--- config.mk ---
export PLATFORM = sky130hd
export DESIGN_NAME = usb_config_descriptor_parser_top
export DESIGN_NICKNAME = d
export VERILOG_FILES = /design/src/design/ucdp_pkg.sv /design/src/design/usb_config_descriptor_parser_top.sv /design/src/design/ucdp_front.sv /design/src/design/ucdp_queue.sv /design/src/design/ucdp_back.sv
export SDC_FILE = /design/constraint.sdc
export NUM_CORES = 2
export LEC_CHECK = 0
export BUFFER_PORTS_ARGS = -buffer_cell sky130_fd_sc_hd__buf_2
export CORE_AREA = 5 5 304 425
export CTS_CLUSTER_DIAMETER = 150
export CTS_CLUSTER_SIZE = 25
export DETAILED_ROUTE_END_ITERATION = 16
export DIE_AREA = 0 0 309 430
export PLACE_DENSITY = 0.72
export SLEW_MARGIN = 10
export SYNTH_ARGS = -nofsm -noshare
export SYNTH_HDL_FRONTEND = slang
export SYNTH_SLANG_ARGS = --single-unit
--- constraint.sdc ---
create_clock -name clk -period 24.6 [get_ports clk]
set_input_delay 2.46 -clock clk [delete_from_list [all_inputs] [get_ports clk]]
set_output_delay 2.46 -clock clk [all_outputs]
set_load 0.02 [all_outputs]
--- src/design/ucdp_pkg.sv ---
`timescale 1ns / 1ps

package ucdp_pkg;

  // Default endpoint table depth and the widest counts the depth range needs
  localparam int MAX_ENDPOINTS_DEF = 16;
  localparam int CNT_W             = 6;   // holds a count up to 63
  localparam int IDX_W             = 5;   // holds an entry index up to 31
  localparam int TOT_W             = 5;   // endpoint_total field
  localparam int MPS_W             = 11;  // max packet field, mask 0x07FF

  // Descriptor type codes
  localparam logic [7:0] TYPE_INTERFACE    = 8'd4;
  localparam logic [7:0] TYPE_ENDPOINT     = 8'd5;
  localparam logic [7:0] TYPE_SS_COMPANION = 8'd48;

  // Minimum lengths of the descriptors that count
  localparam logic [7:0] LEN_INTERFACE = 8'd9;
  localparam logic [7:0] LEN_ENDPOINT  = 8'd7;
  localparam logic [7:0] LEN_COMPANION = 8'd6;

  // A run shorter than this gives an empty summary
  localparam logic [3:0] MIN_RUN_BYTES = 4'd9;

  // Configuration register indexes and reset values
  localparam logic [1:0] CFG_WANT_CLASS    = 2'd0;
  localparam logic [1:0] CFG_WANT_SUBCLASS = 2'd1;
  localparam logic [1:0] CFG_WANT_PROTOCOL = 2'd2;

  localparam logic [7:0] WANT_CLASS_RST    = 8'd8;
  localparam logic [7:0] WANT_SUBCLASS_RST = 8'd6;
  localparam logic [7:0] WANT_PROTOCOL_RST = 8'd80;

  localparam logic RECORD_SUMMARY  = 1'b0;
  localparam logic RECORD_ENDPOINT = 1'b1;

  typedef struct packed {
    logic [7:0] data_byte;
    logic       final_byte;
  } in_item_t;

  typedef struct packed {
    logic             record_kind;
    logic             found;
    logic [7:0]       number_or_address;
    logic [7:0]       class_or_attributes;
    logic [7:0]       subclass_or_interval;
    logic [7:0]       iface_protocol;
    logic [TOT_W-1:0] endpoint_total;
    logic [MPS_W-1:0] max_packet;
    logic [7:0]       max_burst;
    logic             last_record;
  } out_item_t;

  typedef struct packed {
    logic [7:0] proto;
    logic [7:0] sub;
    logic [7:0] cls;
    logic [7:0] num;
  } iface_t;

  typedef struct packed {
    logic [7:0]       addr;
    logic [7:0]       attr;
    logic [7:0]       interval;
    logic [MPS_W-1:0] mps;
  } ep_data_t;

  // Endpoint store into the table
  typedef struct packed {
    logic             en;
    logic             bank;
    logic [IDX_W-1:0] idx;
    ep_data_t         data;
  } ep_wr_t;

  // Burst update from a companion descriptor
  typedef struct packed {
    logic             en;
    logic             bank;
    logic [IDX_W-1:0] idx;
    logic [7:0]       burst;
  } burst_wr_t;

  // One finished run handed from the parser to the emitter
  typedef struct packed {
    logic             found;
    iface_t           iface;
    logic [CNT_W-1:0] n;
    logic             bank;
  } run_t;

  typedef struct packed {
    logic       nonempty;
    logic [1:0] busy;     // table bank still owned by the emitter
  } q_status_t;

  typedef enum logic {
    BK_SUMMARY,
    BK_ENDPOINT
  } bk_state_t;

endpackage

--- src/design/usb_config_descriptor_parser_top.sv ---
`timescale 1ns / 1ps
// USB configuration descriptor parser.
// in_*  : one descriptor byte per item, final_byte marks the last byte of the
//         buffer. Taken when in_valid is high and in_stall is low.
// out_* : result items. A run gives a summary record, then one record per
//         stored endpoint; last_record marks the end. Taken when out_valid is
//         high and out_stall is low.
// cfg_* : writes want_class (0), want_subclass (1), want_protocol (2); any
//         other index is ignored. cfg_ready is always high. Write only while
//         idle.
// Throughput: one byte per cycle. The parser fills one of two endpoint table
// banks while the emitter reads out the other, so a new buffer streams in
// while the previous run drains. in_stall rises only when a run ends while
// the bank it needs still holds an earlier run being read out.
// The summary passes through the queue, a staging register and the output
// register; endpoint records follow one per cycle from the table memory.
// Reset: synchronous, active low; match registers return to 8/6/80, parse
// state and queues clear. No clearing pass is needed on the table.
// A stalled receiver holds the output register; the emitter and then the
// queue back up, and finally in_stall stops the bytes.
module usb_config_descriptor_parser_top import ucdp_pkg::*; #(
  parameter int MAX_ENDPOINTS = MAX_ENDPOINTS_DEF
) (
  input  logic       clk,
  input  logic       rst_n,
  input  logic       in_valid,
  output logic       in_stall,
  input  in_item_t   in_item,
  output logic       out_valid,
  input  logic       out_stall,
  output out_item_t  out_item,
  input  logic       cfg_valid,
  output logic       cfg_ready,
  input  logic [1:0] cfg_index,
  input  logic [7:0] cfg_data
);

  q_status_t q_status;
  logic      push, pop;
  run_t      push_data, head;
  ep_wr_t    ep_wr;
  burst_wr_t burst_wr;

  // configuration registers accept a write in any cycle
  assign cfg_ready = 1'b1;

  // front: parse bytes, fill the table, hand off each finished run
  ucdp_front #(
    .MAX_ENDPOINTS(MAX_ENDPOINTS)
  ) u_front (
    .clk       (clk),
    .rst_n     (rst_n),
    .in_valid  (in_valid),
    .in_stall  (in_stall),
    .in_item   (in_item),
    .cfg_valid (cfg_valid),
    .cfg_index (cfg_index),
    .cfg_data  (cfg_data),
    .q_status  (q_status),
    .push      (push),
    .push_data (push_data),
    .ep_wr     (ep_wr),
    .burst_wr  (burst_wr)
  );

  // hold up to two finished runs, one per table bank
  ucdp_queue u_queue (
    .clk       (clk),
    .rst_n     (rst_n),
    .push      (push),
    .push_data (push_data),
    .pop       (pop),
    .head      (head),
    .q_status  (q_status)
  );

  // back: emit summary and endpoint records of the oldest run
  ucdp_back #(
    .MAX_ENDPOINTS(MAX_ENDPOINTS)
  ) u_back (
    .clk        (clk),
    .rst_n      (rst_n),
    .ep_wr      (ep_wr),
    .burst_wr   (burst_wr),
    .head       (head),
    .q_nonempty (q_status.nonempty),
    .pop        (pop),
    .out_valid  (out_valid),
    .out_stall  (out_stall),
    .out_item   (out_item)
  );

endmodule

--- src/design/ucdp_front.sv ---
`timescale 1ns / 1ps

module ucdp_front import ucdp_pkg::*; #(
  parameter int MAX_ENDPOINTS = MAX_ENDPOINTS_DEF
) (
  input  logic      clk,
  input  logic      rst_n,
  input  logic      in_valid,
  output logic      in_stall,
  input  in_item_t  in_item,
  input  logic      cfg_valid,
  input  logic [1:0] cfg_index,
  input  logic [7:0] cfg_data,
  input  q_status_t q_status,
  output logic      push,
  output run_t      push_data,
  output ep_wr_t    ep_wr,
  output burst_wr_t burst_wr
);

  localparam int CW = $clog2(MAX_ENDPOINTS + 1);

  logic [7:0]    want_class_r, want_subclass_r, want_protocol_r;
  logic [3:0]    total_r, total_nxt;
  logic [7:0]    off_r, off_nxt;
  logic [7:0]    len_r, len_nxt;
  logic [7:0]    dtype_r, dtype_nxt;
  logic [7:0]    cap_r [8];
  logic [7:0]    cap_nxt [8];
  logic          stopped_r, stopped_nxt;
  logic          matched_r, matched_nxt;
  logic          rev_r, rev_nxt;
  iface_t        iface_r, iface_nxt;
  logic [CW-1:0] cnt_r, cnt_nxt;
  logic          bank_r, bank_nxt;
  logic          acc;

  assign in_stall = q_status.busy[bank_r];
  assign acc      = in_valid && !in_stall;

  always_ff @(posedge clk) begin
    if (!rst_n) begin
      want_class_r    <= WANT_CLASS_RST;
      want_subclass_r <= WANT_SUBCLASS_RST;
      want_protocol_r <= WANT_PROTOCOL_RST;
    end else if (cfg_valid) begin
      unique case (cfg_index)
        CFG_WANT_CLASS:    want_class_r    <= cfg_data;
        CFG_WANT_SUBCLASS: want_subclass_r <= cfg_data;
        CFG_WANT_PROTOCOL: want_protocol_r <= cfg_data;
        default: ;
      endcase
    end
  end

  always_comb begin
    logic [7:0] b;
    logic [7:0] off_cur;
    logic [7:0] off_inc;
    logic [7:0] typ;
    logic       go;
    logic       done;
    logic       m;

    b           = in_item.data_byte;
    off_cur     = off_r;
    off_inc     = '0;
    typ         = dtype_r;
    go          = 1'b0;
    done        = 1'b0;
    m           = 1'b0;
    total_nxt   = total_r;
    off_nxt     = off_r;
    len_nxt     = len_r;
    dtype_nxt   = dtype_r;
    cap_nxt     = cap_r;
    stopped_nxt = stopped_r;
    matched_nxt = matched_r;
    rev_nxt     = rev_r;
    iface_nxt   = iface_r;
    cnt_nxt     = cnt_r;
    bank_nxt    = bank_r;
    ep_wr       = '0;
    burst_wr    = '0;
    push        = 1'b0;
    push_data   = '0;

    if (acc) begin
      if (total_r != '1) begin
        total_nxt = total_r + 4'd1;
      end
      if (!stopped_r) begin
        go = 1'b1;
        // one-byte descriptor: this byte is its type and the next length
        if (off_r == 8'd1 && len_r == 8'd1) begin
          dtype_nxt = b;
          off_cur   = '0;
          off_nxt   = '0;
          if (matched_r && b == TYPE_INTERFACE) begin
            stopped_nxt = 1'b1;
            go          = 1'b0;
          end
        end
        if (go) begin
          if (off_cur == 8'd0) begin
            if (b == 8'd0) begin
              stopped_nxt = 1'b1;
            end else begin
              len_nxt    = b;
              cap_nxt[0] = b;
              off_nxt    = 8'd1;
            end
          end else begin
            if (off_cur < 8'd8) begin
              cap_nxt[off_cur[2:0]] = b;
            end
            if (off_cur == 8'd1) begin
              dtype_nxt = b;
            end
            typ     = dtype_nxt;
            off_inc = off_cur + 8'd1;
            off_nxt = off_inc;
            if (off_inc == len_r) begin
              done    = 1'b1;
              off_nxt = '0;
            end
          end
        end
      end
    end

    // act on a completed descriptor
    if (done) begin
      priority if (typ == TYPE_INTERFACE && len_r >= LEN_INTERFACE) begin
        m = cap_nxt[3] == 8'd0 && cap_nxt[5] == want_class_r &&
            cap_nxt[6] == want_subclass_r && cap_nxt[7] == want_protocol_r;
        matched_nxt = m;
        if (m) begin
          iface_nxt = '{proto: cap_nxt[7], sub: cap_nxt[6], cls: cap_nxt[5],
                        num: cap_nxt[2]};
          cnt_nxt   = '0;
        end
        rev_nxt = 1'b0;
      end else if (matched_r && typ == TYPE_ENDPOINT && len_r >= LEN_ENDPOINT) begin
        if (cnt_r < CW'(MAX_ENDPOINTS)) begin
          ep_wr.en            = 1'b1;
          ep_wr.bank          = bank_r;
          ep_wr.idx           = IDX_W'(cnt_r);
          ep_wr.data.addr     = cap_nxt[2];
          ep_wr.data.attr     = cap_nxt[3];
          ep_wr.data.interval = cap_nxt[6];
          ep_wr.data.mps      = {cap_nxt[5][MPS_W-9:0], cap_nxt[4]};
          burst_wr.en         = 1'b1;
          burst_wr.bank       = bank_r;
          burst_wr.idx        = IDX_W'(cnt_r);
          burst_wr.burst      = '0;
          cnt_nxt             = cnt_r + CW'(1);
          rev_nxt             = 1'b1;
        end
      end else if (matched_r && rev_r && typ == TYPE_SS_COMPANION &&
                   len_r >= LEN_COMPANION) begin
        if (cnt_r != '0) begin
          burst_wr.en    = 1'b1;
          burst_wr.bank  = bank_r;
          burst_wr.idx   = IDX_W'(cnt_r - CW'(1));
          burst_wr.burst = cap_nxt[2];
        end
      end else if (matched_r && typ == TYPE_INTERFACE) begin
        stopped_nxt = 1'b1;
      end else begin
      end
    end

    // end of run: hand the summary off, flip the table bank, clear the parse
    if (acc && in_item.final_byte) begin
      push           = 1'b1;
      push_data.bank = bank_r;
      if (total_nxt >= MIN_RUN_BYTES) begin
        push_data.n     = CNT_W'(cnt_nxt);
        push_data.found = matched_nxt && cnt_nxt != '0;
        push_data.iface = iface_nxt;
      end
      total_nxt   = '0;
      off_nxt     = '0;
      len_nxt     = '0;
      dtype_nxt   = '0;
      stopped_nxt = 1'b0;
      matched_nxt = 1'b0;
      rev_nxt     = 1'b0;
      iface_nxt   = '0;
      cnt_nxt     = '0;
      bank_nxt    = ~bank_r;
    end
  end

  always_ff @(posedge clk) begin
    if (!rst_n) begin
      total_r   <= '0;
      off_r     <= '0;
      len_r     <= '0;
      dtype_r   <= '0;
      stopped_r <= 1'b0;
      matched_r <= 1'b0;
      rev_r     <= 1'b0;
      iface_r   <= '0;
      cnt_r     <= '0;
      bank_r    <= 1'b0;
    end else begin
      total_r   <= total_nxt;
      off_r     <= off_nxt;
      len_r     <= len_nxt;
      dtype_r   <= dtype_nxt;
      stopped_r <= stopped_nxt;
      matched_r <= matched_nxt;
      rev_r     <= rev_nxt;
      iface_r   <= iface_nxt;
      cnt_r     <= cnt_nxt;
      bank_r    <= bank_nxt;
    end
  end

  always_ff @(posedge clk) begin
    cap_r <= cap_nxt;
  end

endmodule

--- src/design/ucdp_queue.sv ---
`timescale 1ns / 1ps

module ucdp_queue import ucdp_pkg::*; (
  input  logic      clk,
  input  logic      rst_n,
  input  logic      push,
  input  run_t      push_data,
  input  logic      pop,
  output run_t      head,
  output q_status_t q_status
);

  run_t       slot_r [2];
  logic       rd_ptr_r, wr_ptr_r;
  logic [1:0] count_r;

  assign head = slot_r[rd_ptr_r];

  always_comb begin
    logic vld;
    q_status.nonempty = count_r != 2'd0;
    q_status.busy     = 2'b00;
    for (int i = 0; i < 2; i++) begin
      vld = (count_r == 2'd2) || (count_r == 2'd1 && rd_ptr_r == 1'(i));
      if (vld) begin
        q_status.busy[slot_r[i].bank] = 1'b1;
      end
    end
  end

  always_ff @(posedge clk) begin
    if (!rst_n) begin
      rd_ptr_r <= 1'b0;
      wr_ptr_r <= 1'b0;
      count_r  <= '0;
    end else begin
      if (push) begin
        wr_ptr_r <= ~wr_ptr_r;
      end
      if (pop) begin
        rd_ptr_r <= ~rd_ptr_r;
      end
      count_r <= count_r + {1'b0, push} - {1'b0, pop};
    end
  end

  always_ff @(posedge clk) begin
    if (push) begin
      slot_r[wr_ptr_r] <= push_data;
    end
  end

endmodule

--- src/design/ucdp_back.sv ---
`timescale 1ns / 1ps

module ucdp_back import ucdp_pkg::*; #(
  parameter int MAX_ENDPOINTS = MAX_ENDPOINTS_DEF
) (
  input  logic      clk,
  input  logic      rst_n,
  input  ep_wr_t    ep_wr,
  input  burst_wr_t burst_wr,
  input  run_t      head,
  input  logic      q_nonempty,
  output logic      pop,
  output logic      out_valid,
  input  logic      out_stall,
  output out_item_t out_item
);

  localparam int IW = (MAX_ENDPOINTS > 1) ? $clog2(MAX_ENDPOINTS) : 1;

  ep_data_t   ep_mem    [2][MAX_ENDPOINTS];
  logic [7:0] burst_mem [2][MAX_ENDPOINTS];
  ep_data_t   rd_ep_r;
  logic [7:0] rd_burst_r;

  bk_state_t  state_r, state_nxt;
  logic [IW-1:0] k_r, k_nxt;

  logic       a_valid_r, a_valid_nxt;
  logic       a_kind_r, a_last_r;
  run_t       a_run_r;
  logic       out_valid_r, out_valid_nxt;
  out_item_t  out_item_r, out_item_nxt;

  logic       a_move, a_take, gen;
  logic       a_load, load_kind, load_last, rd_en, ep_last;

  assign a_move  = a_valid_r && (!out_valid_r || !out_stall);
  assign a_take  = !a_valid_r || a_move;
  assign gen     = a_take && q_nonempty;
  assign ep_last = (CNT_W'(k_r) + CNT_W'(1)) == head.n;

  // table banks: the parser fills one while the other is read out
  always_ff @(posedge clk) begin
    if (ep_wr.en) begin
      ep_mem[ep_wr.bank][ep_wr.idx[IW-1:0]] <= ep_wr.data;
    end
    if (burst_wr.en) begin
      burst_mem[burst_wr.bank][burst_wr.idx[IW-1:0]] <= burst_wr.burst;
    end
    if (rd_en) begin
      rd_ep_r    <= ep_mem[head.bank][k_r];
      rd_burst_r <= burst_mem[head.bank][k_r];
    end
  end

  always_comb begin
    state_nxt = state_r;
    unique case (state_r)
      BK_SUMMARY: begin
        if (gen && head.n != '0) begin
          state_nxt = BK_ENDPOINT;
        end
      end
      BK_ENDPOINT: begin
        if (gen && ep_last) begin
          state_nxt = BK_SUMMARY;
        end
      end
      default: state_nxt = BK_SUMMARY;
    endcase
  end

  always_comb begin
    a_load    = 1'b0;
    load_kind = RECORD_SUMMARY;
    load_last = 1'b0;
    rd_en     = 1'b0;
    pop       = 1'b0;
    k_nxt     = k_r;
    unique case (state_r)
      BK_SUMMARY: begin
        if (gen) begin
          a_load    = 1'b1;
          load_last = head.n == '0;
          pop       = head.n == '0;
          k_nxt     = '0;
        end
      end
      BK_ENDPOINT: begin
        if (gen) begin
          a_load    = 1'b1;
          load_kind = RECORD_ENDPOINT;
          load_last = ep_last;
          rd_en     = 1'b1;
          pop       = ep_last;
          k_nxt     = ep_last ? '0 : k_r + IW'(1);
        end
      end
      default: ;
    endcase
  end

  always_comb begin
    a_valid_nxt = a_load ? 1'b1 : (a_move ? 1'b0 : a_valid_r);
    if (a_move) begin
      out_valid_nxt = 1'b1;
    end else if (!out_stall) begin
      out_valid_nxt = 1'b0;
    end else begin
      out_valid_nxt = out_valid_r;
    end

    out_item_nxt                = out_item_r;
    if (a_move) begin
      out_item_nxt.record_kind    = a_kind_r;
      out_item_nxt.found          = a_run_r.found;
      out_item_nxt.endpoint_total = TOT_W'(a_run_r.n);
      out_item_nxt.last_record    = a_last_r;
      if (a_kind_r == RECORD_SUMMARY) begin
        out_item_nxt.number_or_address    = a_run_r.iface.num;
        out_item_nxt.class_or_attributes  = a_run_r.iface.cls;
        out_item_nxt.subclass_or_interval = a_run_r.iface.sub;
        out_item_nxt.iface_protocol       = a_run_r.iface.proto;
        out_item_nxt.max_packet           = '0;
        out_item_nxt.max_burst            = '0;
      end else begin
        out_item_nxt.number_or_address    = rd_ep_r.addr;
        out_item_nxt.class_or_attributes  = rd_ep_r.attr;
        out_item_nxt.subclass_or_interval = rd_ep_r.interval;
        out_item_nxt.iface_protocol       = '0;
        out_item_nxt.max_packet           = rd_ep_r.mps;
        out_item_nxt.max_burst            = rd_burst_r;
      end
    end
  end

  always_ff @(posedge clk) begin
    if (!rst_n) begin
      state_r     <= BK_SUMMARY;
      k_r         <= '0;
      a_valid_r   <= 1'b0;
      out_valid_r <= 1'b0;
    end else begin
      state_r     <= state_nxt;
      k_r         <= k_nxt;
      a_valid_r   <= a_valid_nxt;
      out_valid_r <= out_valid_nxt;
    end
  end

  always_ff @(posedge clk) begin
    if (a_load) begin
      a_kind_r <= load_kind;
      a_last_r <= load_last;
      a_run_r  <= head;
    end
    out_item_r <= out_item_nxt;
  end

  assign out_valid = out_valid_r;
  assign out_item  = out_item_r;

endmodule
# Word-level counts from Yosys, hierarchy flattened
# Memories as Yosys holds them, arrays and structs flattened. A register that Yosys moved wholly into a read port is not among the register bits.
# Cells that the tools add are included.
[totals]
wordCells = 291
mem_bits_rw = 1456
n_memories = 3
regBits = 310
[memory_table]
columns = ["memory", "depth", "width", "rd", "rd_ports_with_merged_regs", "wr", "line_no", "text"]
rows = [
  ["u_back.ep_mem", 2, 560, 1, 0, 1, "ucdp_back.sv:20", "ep_data_t ep_mem [2][MAX_ENDPOINTS];"],
  ["u_back.burst_mem", 2, 128, 1, 0, 1, "ucdp_back.sv:21", "logic [7:0] burst_mem [2][MAX_ENDPOINTS];"],
  ["u_queue.slot_r", 2, 40, 3, 1, 1, "ucdp_queue.sv:13", "run_t slot_r [2];"],
]
[op_classes]
n_lt_le_gt_ge = 18
n_eq_ne = 21
muxes = 117
reduce_logical = 57
bitwise = 13
n_addsub = 8
[ops]
columns = ["operator", "count"]
rows = [
  ["560-bit 2-to-1 mux", 1],
  ["48-bit 2-to-1 mux", 4],
  ["42-bit 2-to-1 mux", 4],
  ["8-bit 2-to-1 mux", 21],
  ["35-bit binary-select mux with 4-bit select", 1],
  ["35-bit demux with 4-bit select", 1],
  ["128-bit 2-to-1 mux", 1],
  ["32-bit 2-to-1 mux", 4],
  ["35-bit 2-to-1 mux", 3],
  ["15-bit 2-to-1 mux", 6],
  ["64-bit bitwise mux", 1],
  ["64-bit 2-to-1 mux", 1],
  ["1-bit 2-to-1 mux", 47],
  ["40-bit 2-to-1 mux", 1],
  ["39-bit 2-to-1 mux", 1],
  ["8-bit binary-select mux with 4-bit select", 1],
  ["8-bit demux with 4-bit select", 1],
  ["8-bit equality test", 4],
  ["1-bit logical AND", 26],
  ["5-bit 2-to-1 mux", 5],
  ["8-bit demux with 3-bit select", 1],
  ["8-bit by 1-bit equality test with 1-bit output, second input constant", 3],
  ["8-bit by 3-bit equality test with 1-bit output, second input constant", 3],
  ["8-bit zero test", 3],
  ["other kinds (44)", 90],
]

# Longest topological paths before layout
# An unclocked memory read counts as a cell.
[depth]
ltp_word = 35
ltp_mapped = 20

# Cells and area by module
# A second synthesis with hierarchy kept.
[unflattened]
cells_unflattened = 3445
area_unflattened_um2 = 68972.4
[modules_own_cells]
columns = ["mod", "n_inst", "cells_each", "area_per_inst_um2"]
rows = [
  ["ucdp_back", 1, 2295, 57580.2],
  ["ucdp_front", 1, 992, 8029.0],
  ["ucdp_queue", 1, 156, 3352.0],
  ["usb_config_descriptor_parser_top", 1, 2, 11.3],
]

# Worst setup path before layout
# OpenSTA, ideal clock, no wires.
[synth_timing]
path_type = "input to register"
startpoint = "input in_item[1] in the netlist's numbering"
endpoint = "memory u_back.ep_mem[0][490] in the netlist's numbering, enable pin"
t_arrival_ns = 8.297
stages = 11
path_slack_ns = 15.776
required_time_ns = 24.073
setup_time_ns = 0.527
path_buffers = 2
path_cell_list = "clkbuf_1 -> nor4_1 -> and3_1 -> a21o_1 -> nor4_4 -> mux2i_1 -> nor2_1 -> nand2_1 -> or2_2 -> clkbuf_1 -> nor4b_1"
[synth_between]
elab_chain_cells = 21
[synth_lines]
columns = ["item", "line_no", "text"]
rows = [
  ["start: declaration", "usb_config_descriptor_parser_top.sv:28", "input in_item_t in_item,"],
  ["8-bit by 3-bit equality test with 1-bit output", "ucdp_front.sv:99", "if (matched_r && b == TYPE_INTERFACE) begin"],
  ["1-bit logical AND", "ucdp_front.sv:99", ""],
  ["1-bit 2-to-1 mux", "ucdp_front.sv:99", ""],
  ["1-bit 2-to-1 mux", "ucdp_front.sv:95", "if (off_r == 8'd1 && len_r == 8'd1) begin"],
  ["1-bit 2-to-1 mux", "ucdp_front.sv:92", "if (!stopped_r) begin"],
  ["1-bit 2-to-1 mux", "ucdp_front.sv:88", "if (acc) begin"],
  ["8-bit 2-to-1 mux", "ucdp_front.sv:104", "if (go) begin"],
  ["8-bit 2-to-1 mux", "ucdp_front.sv:92", ""],
  ["[... 5 more ...]", "-", ""],
  ["42-bit 2-to-1 mux", "ucdp_front.sv:134", "priority if (typ == TYPE_INTERFACE && len_r >= LEN_INTERFACE) begin"],
  ["42-bit 2-to-1 mux *", "ucdp_front.sv:133", "if (done) begin"],
  ["4-bit inverter with 5-bit output (implied by the code)", "ucdp_back.sv:45", "ep_mem[ep_wr.bank][ep_wr.idx[IW-1:0]] <= ep_wr.data;"],
  ["5-bit greater-or-equal comparator (implied by the code) / 5-bit by 1-bit < comparator with 1-bit output (equally long branches)", "ucdp_back.sv:45", ""],
  ["1-bit logical AND (implied by the code)", "ucdp_back.sv:45", ""],
  ["35-bit 2-to-1 mux (implied by the code)", "ucdp_back.sv:45", ""],
  ["35-bit demux with 4-bit select", "ucdp_back.sv:45", ""],
  ["560-bit 2-to-1 mux (implied by the code)", "ucdp_back.sv:45", ""],
  ["end: declaration", "ucdp_back.sv:20", ""],
]
# Mark *: on every way between the ends. The rest lies on a longest branch, timed or not. The select of a mux whose other input is x is not followed.

# Worst setup path after layout
[layout_timing]
startpoint = "register u_front.len_r[4]"
endpoint = "memory u_back.ep_mem[1][102] in the netlist's numbering, enable pin"
[layout_between]
elab_chain_cells = 23
[layout_lines]
columns = ["item", "line_no", "text"]
rows = [
  ["start: declaration", "ucdp_front.sv:26", "logic [7:0] len_r, len_nxt;"],
  ["start signal: assignment", "ucdp_front.sv:211", "len_r <= len_nxt;"],
  ["8-bit by 1-bit equality test with 1-bit output", "ucdp_front.sv:95", ""],
  ["1-bit logical AND", "ucdp_front.sv:95", ""],
  ["8-bit 2-to-1 mux", "ucdp_front.sv:95", ""],
  ["8-bit 2-to-1 mux", "ucdp_front.sv:92", ""],
  ["8-bit 2-to-1 mux", "ucdp_front.sv:88", ""],
  ["8-bit by 1-bit equality test with 1-bit output", "ucdp_front.sv:117", "if (off_cur == 8'd1) begin"],
  ["8-bit 2-to-1 mux", "ucdp_front.sv:117", ""],
  ["8-bit 2-to-1 mux", "ucdp_front.sv:105", "if (off_cur == 8'd0) begin"],
  ["[... 7 more ...]", "-", ""],
  ["42-bit 2-to-1 mux", "ucdp_front.sv:134", ""],
  ["42-bit 2-to-1 mux *", "ucdp_front.sv:133", ""],
  ["4-bit inverter with 5-bit output (implied by the code)", "ucdp_back.sv:45", ""],
  ["5-bit greater-or-equal comparator (implied by the code) / 5-bit by 1-bit < comparator with 1-bit output (equally long branches)", "ucdp_back.sv:45", ""],
  ["1-bit logical AND (implied by the code)", "ucdp_back.sv:45", ""],
  ["35-bit 2-to-1 mux (implied by the code)", "ucdp_back.sv:45", ""],
  ["35-bit demux with 4-bit select", "ucdp_back.sv:45", ""],
  ["560-bit 2-to-1 mux (implied by the code)", "ucdp_back.sv:45", ""],
]
# Marked as above.

==> flow_metrics.env <==
export IMPL_leakage_nw=18.97
export IMPL_endpoint_kind="flip-flop"
export IMPL_slew_headroom=0.1722
export IMPL_synth_area_sq_um=68040
export IMPL_vias_per_cell=6.325
export IMPL_grtUsageTotal=0.2310
export IMPL_fmax_mhz=150.4
export IMPL_rsz0062_at_grt="false"
export IMPL_drt_pass1_iter_count=5
export IMPL_num_vias=32160
export IMPL_p_comb_frac=0.045
export IMPL_yosysUniqueCellTypes=80
export IMPL_fin_crit_sh=0.2704
export IMPL_cts_root_buf="clkbuf_16"
export IMPL_clkTransAtPathRegs_ns=0.10
export IMPL_critPathRequiredTime_ns=24.93
export IMPL_core_area_sq_um=125100
export IMPL_fin_setup_tns_ns=0
export IMPL_grt_pass1_vias=32680
export IMPL_die_area_sq_um=132900
export IMPL_drive_gt1_frac=0.2731
export IMPL_layout_nets=3439
export IMPL_ys_warn_count=0
export IMPL_p_seq_frac=0.655
export IMPL_cts_sinks=1749
export IMPL_synth_edf_count=1596
export IMPL_post_cts_setup_buffer_count=0
export IMPL_finClkSkew_ns=0.06341
export IMPL_clkPwrFrac=0.300
export IMPL_syn_avg_cell_area_sq_um=20.55
export IMPL_hpwl_um=93220
export IMPL_drv_cap=0
export IMPL_drv_slew=0
export IMPL_ios=86
export IMPL_async_reset_ff_frac=0
export IMPL_overflow=0
export IMPL_final_hold_viol_count=0
export IMPL_die_w_um=309
export IMPL_portBuffers=84
export IMPL_min_period_ns=6.651
export IMPL_yosys_register_bits=1749
export IMPL_areaGrowthSynthToFinish_pct=7.562
export IMPL_cts_buffers=79
export IMPL_synthFlopType="edfxtp_1"
export IMPL_cp_arrival_ns=6.98
export IMPL_ant_nets=0
export IMPL_worstPathMaxFanout=37
export IMPL_p_int_mw=3.937
export IMPL_die_h_um=430
export IMPL_fillCellCount=8776
export IMPL_vdd_drop_max_uv=63.90
export IMPL_drt_wl_total_um=153100
export IMPL_drc=0
export IMPL_clk_latency_ns=0.70
export IMPL_ctsHoldBuffers=0
export IMPL_hp_class="flip-flop to flip-flop"
export IMPL_initial_core_util=0.5441
export IMPL_htreeDepth=3
export IMPL_synthCells=3310
export IMPL_drt_iter0_drc=3249
export IMPL_synth_seq_area_share=0.7494
export IMPL_cts_tree="built"
export IMPL_synth_nets=3345
export IMPL_num_rows=154
export IMPL_place_gp_congestion=0.8896
export IMPL_tightest_slew_ns=1.232
export IMPL_grt_pass1_wl_um=224300
export IMPL_clk_path_buf_depth=3
export IMPL_p_sw_frac=0.2061
export IMPL_worstSetupPathType="flip-flop to flip-flop"
export IMPL_wire_per_inst_um=30.11
export IMPL_fin_total_pwr_mw=4.959
export IMPL_cp_start_kind="flip-flop"
export IMPL_switching_power_mw=1.022
export IMPL_status="finished clean"
export IMPL_grt_antenna_before_repair=3
export IMPL_cts_resized=0
export IMPL_power_density_nw_per_um2=67.77
export IMPL_setup_violations_final=0
export IMPL_grt_max_degree=69
## power by group through the flow
stage                     clock (mW)  sequential (mW)  combinational [mW]
after floorplan                    0             3.32               0.147
after global placement             0             3.32               0.225
after detailed placement           0             3.32               0.226
after CTS                       1.52             3.25               0.227
after global routing            1.63             3.25               0.239
final                           1.49             3.25               0.223
## metrics by stage
stage          hold slack [ns]  std cells  setup WS [ns]  cell area (sq um)    util
2_1_floorplan           0.4003       3310          15.78              68040       -
3_3_place_gp            0.4060       4961          17.47              70920  0.5672
3_5_place_dp            0.4045       4961          17.38              70920  0.5672
4_1_cts                 0.4349       5083          17.99              73170  0.5851
5_1_grt                 0.4449       5083          17.61              73180  0.5852
6_report                0.4307       5085          17.95              73180  0.5852
## critical path, stage by stage (launching register included)
cell and delay (ns):
dfxtp_1 0.36, or4_4 0.59, nor4_4 0.40, nand2_1 0.09
nand2_1 0.12, inv_1 0.09, ha_1 0.26, and3_1 0.24
a31oi_1 0.16, o211ai_1 0.16, nor4_4 0.56, nand2_2 0.25
or3_2 0.68, buf_4 0.38, nor2_1 0.30, nand3_1 0.37
nor2_4 0.69, buf_4 0.51
## worst paths after layout
kind | startpoint | end | slack (ns) | depth (start not counted)
max | u_front.len_r[4] | u_back.ep_mem[1][102] | 17.95 | 17
min | u_back.a_last_r | u_back.out_item[0] | 0.43 | 0
max reg2reg | u_front.len_r[4] | u_back.ep_mem[1][102] | 17.95 | 17
min reg2reg | u_back.a_last_r | u_back.out_item[0] | 0.43 | 0
## metal layers
layer | up-vias | part of all wire | global-route usage | routed length [um]
met5 | - | 0 | 0 | 0
met4 | 0 | 0.027 | 0.06050 | 4081
met3 | 199 | 0.066 | 0.02752 | 10070
met2 | 1374 | 0.53 | 0.4021 | 80830
met1 | 17060 | 0.38 | 0.3147 | 58120
li1 | 13530 | - | - | -
## cells in the mapped netlist, drive strengths merged, types with 10 or more instances
cell       n  share of area
nor2b     62         0.0057
xnor2     26         0.0033
xor2      22         0.0028
nand3     21         0.0015
or3       10        0.00099
o21ai     42         0.0031
inv       48         0.0026
dfxtp    153          0.045
edfxtp  1596           0.70
nand2     54         0.0031
mux2i     94          0.014
nor2     194          0.011
and2      31         0.0029
clkbuf   128         0.0071
nor4      16         0.0021
ha        11         0.0020
a21oi     32         0.0024
buf       48         0.0041
mux4     430           0.14
nor3      32         0.0030
mux2     134          0.022
## sequential cells by signal, indices dropped and copies added, names as in the netlist, 2 cells and up, named ones only
name / flops
u_front.total_r: 4
u_back.a_run_r: 38
u_front.iface_r: 32
u_front.cap_r: 48
u_front.len_r: 8
u_back.out_item: 59
u_back.rd_burst_r: 8
u_front.want_protocol_r: 8
u_front.cnt_r: 5
u_queue.count_r: 2
u_queue.slot_r: 78
u_front.want_class_r: 8
u_back.burst_mem: 256
u_back.rd_ep_r: 35
u_front.dtype_r: 8
u_back.ep_mem: 1120
u_back.k_r: 4
u_front.off_r: 8
u_front.want_subclass_r: 8
## cells by family (layout without fill, tap and decap cells)
group                      after synthesis  count (layout)  synth area share
buffers and inverters                  225             360           0.01388
DFF                                   1749            1749            0.7494
and+or+nand+nor                        480             480           0.03654
AOI/OAI and AO/OA                      138             138           0.01346
xor gates and xnor gates                48              48          0.006179
other                                    1               3        0.00005512
muxes                                  658             658            0.1784
adders and majority gates               11              11          0.002023
## cell type report
cell class,instances,area (sq um),share of cell area
Multi-Input combinational cell,1336,16490,0.2253
Timing Repair Buffer,189,1209,0.01652
Antenna cell,2,5.005,0.00006839
Sequential cell,1749,51010,0.6970
Tap cell,1638,2049,0.02801
Clock buffer,118,2166,0.02960
Clock inverter,4,75.07,0.001026
Inverter,49,183.9,0.002513
## cells in the final DEF, fill, tap and decap left out, types with 22 or more instances in the layout
cell,instances
edfxtp_1,1596
mux4_2,430
nor2_1,155
dfxtp_1,148
mux2_2,133
buf_4,105
mux2i_1,93
buf_2,84
clkbuf_16,81
nand2_1,51
inv_1,47
nor2b_1,43
o21ai_0,39
clkbuf_1,37
a21oi_1,32
and2_1,31
nor2_4,31
xnor2_1,26
xor2_1,22
nor3_1,22
(Power assumes the default switching activity.)
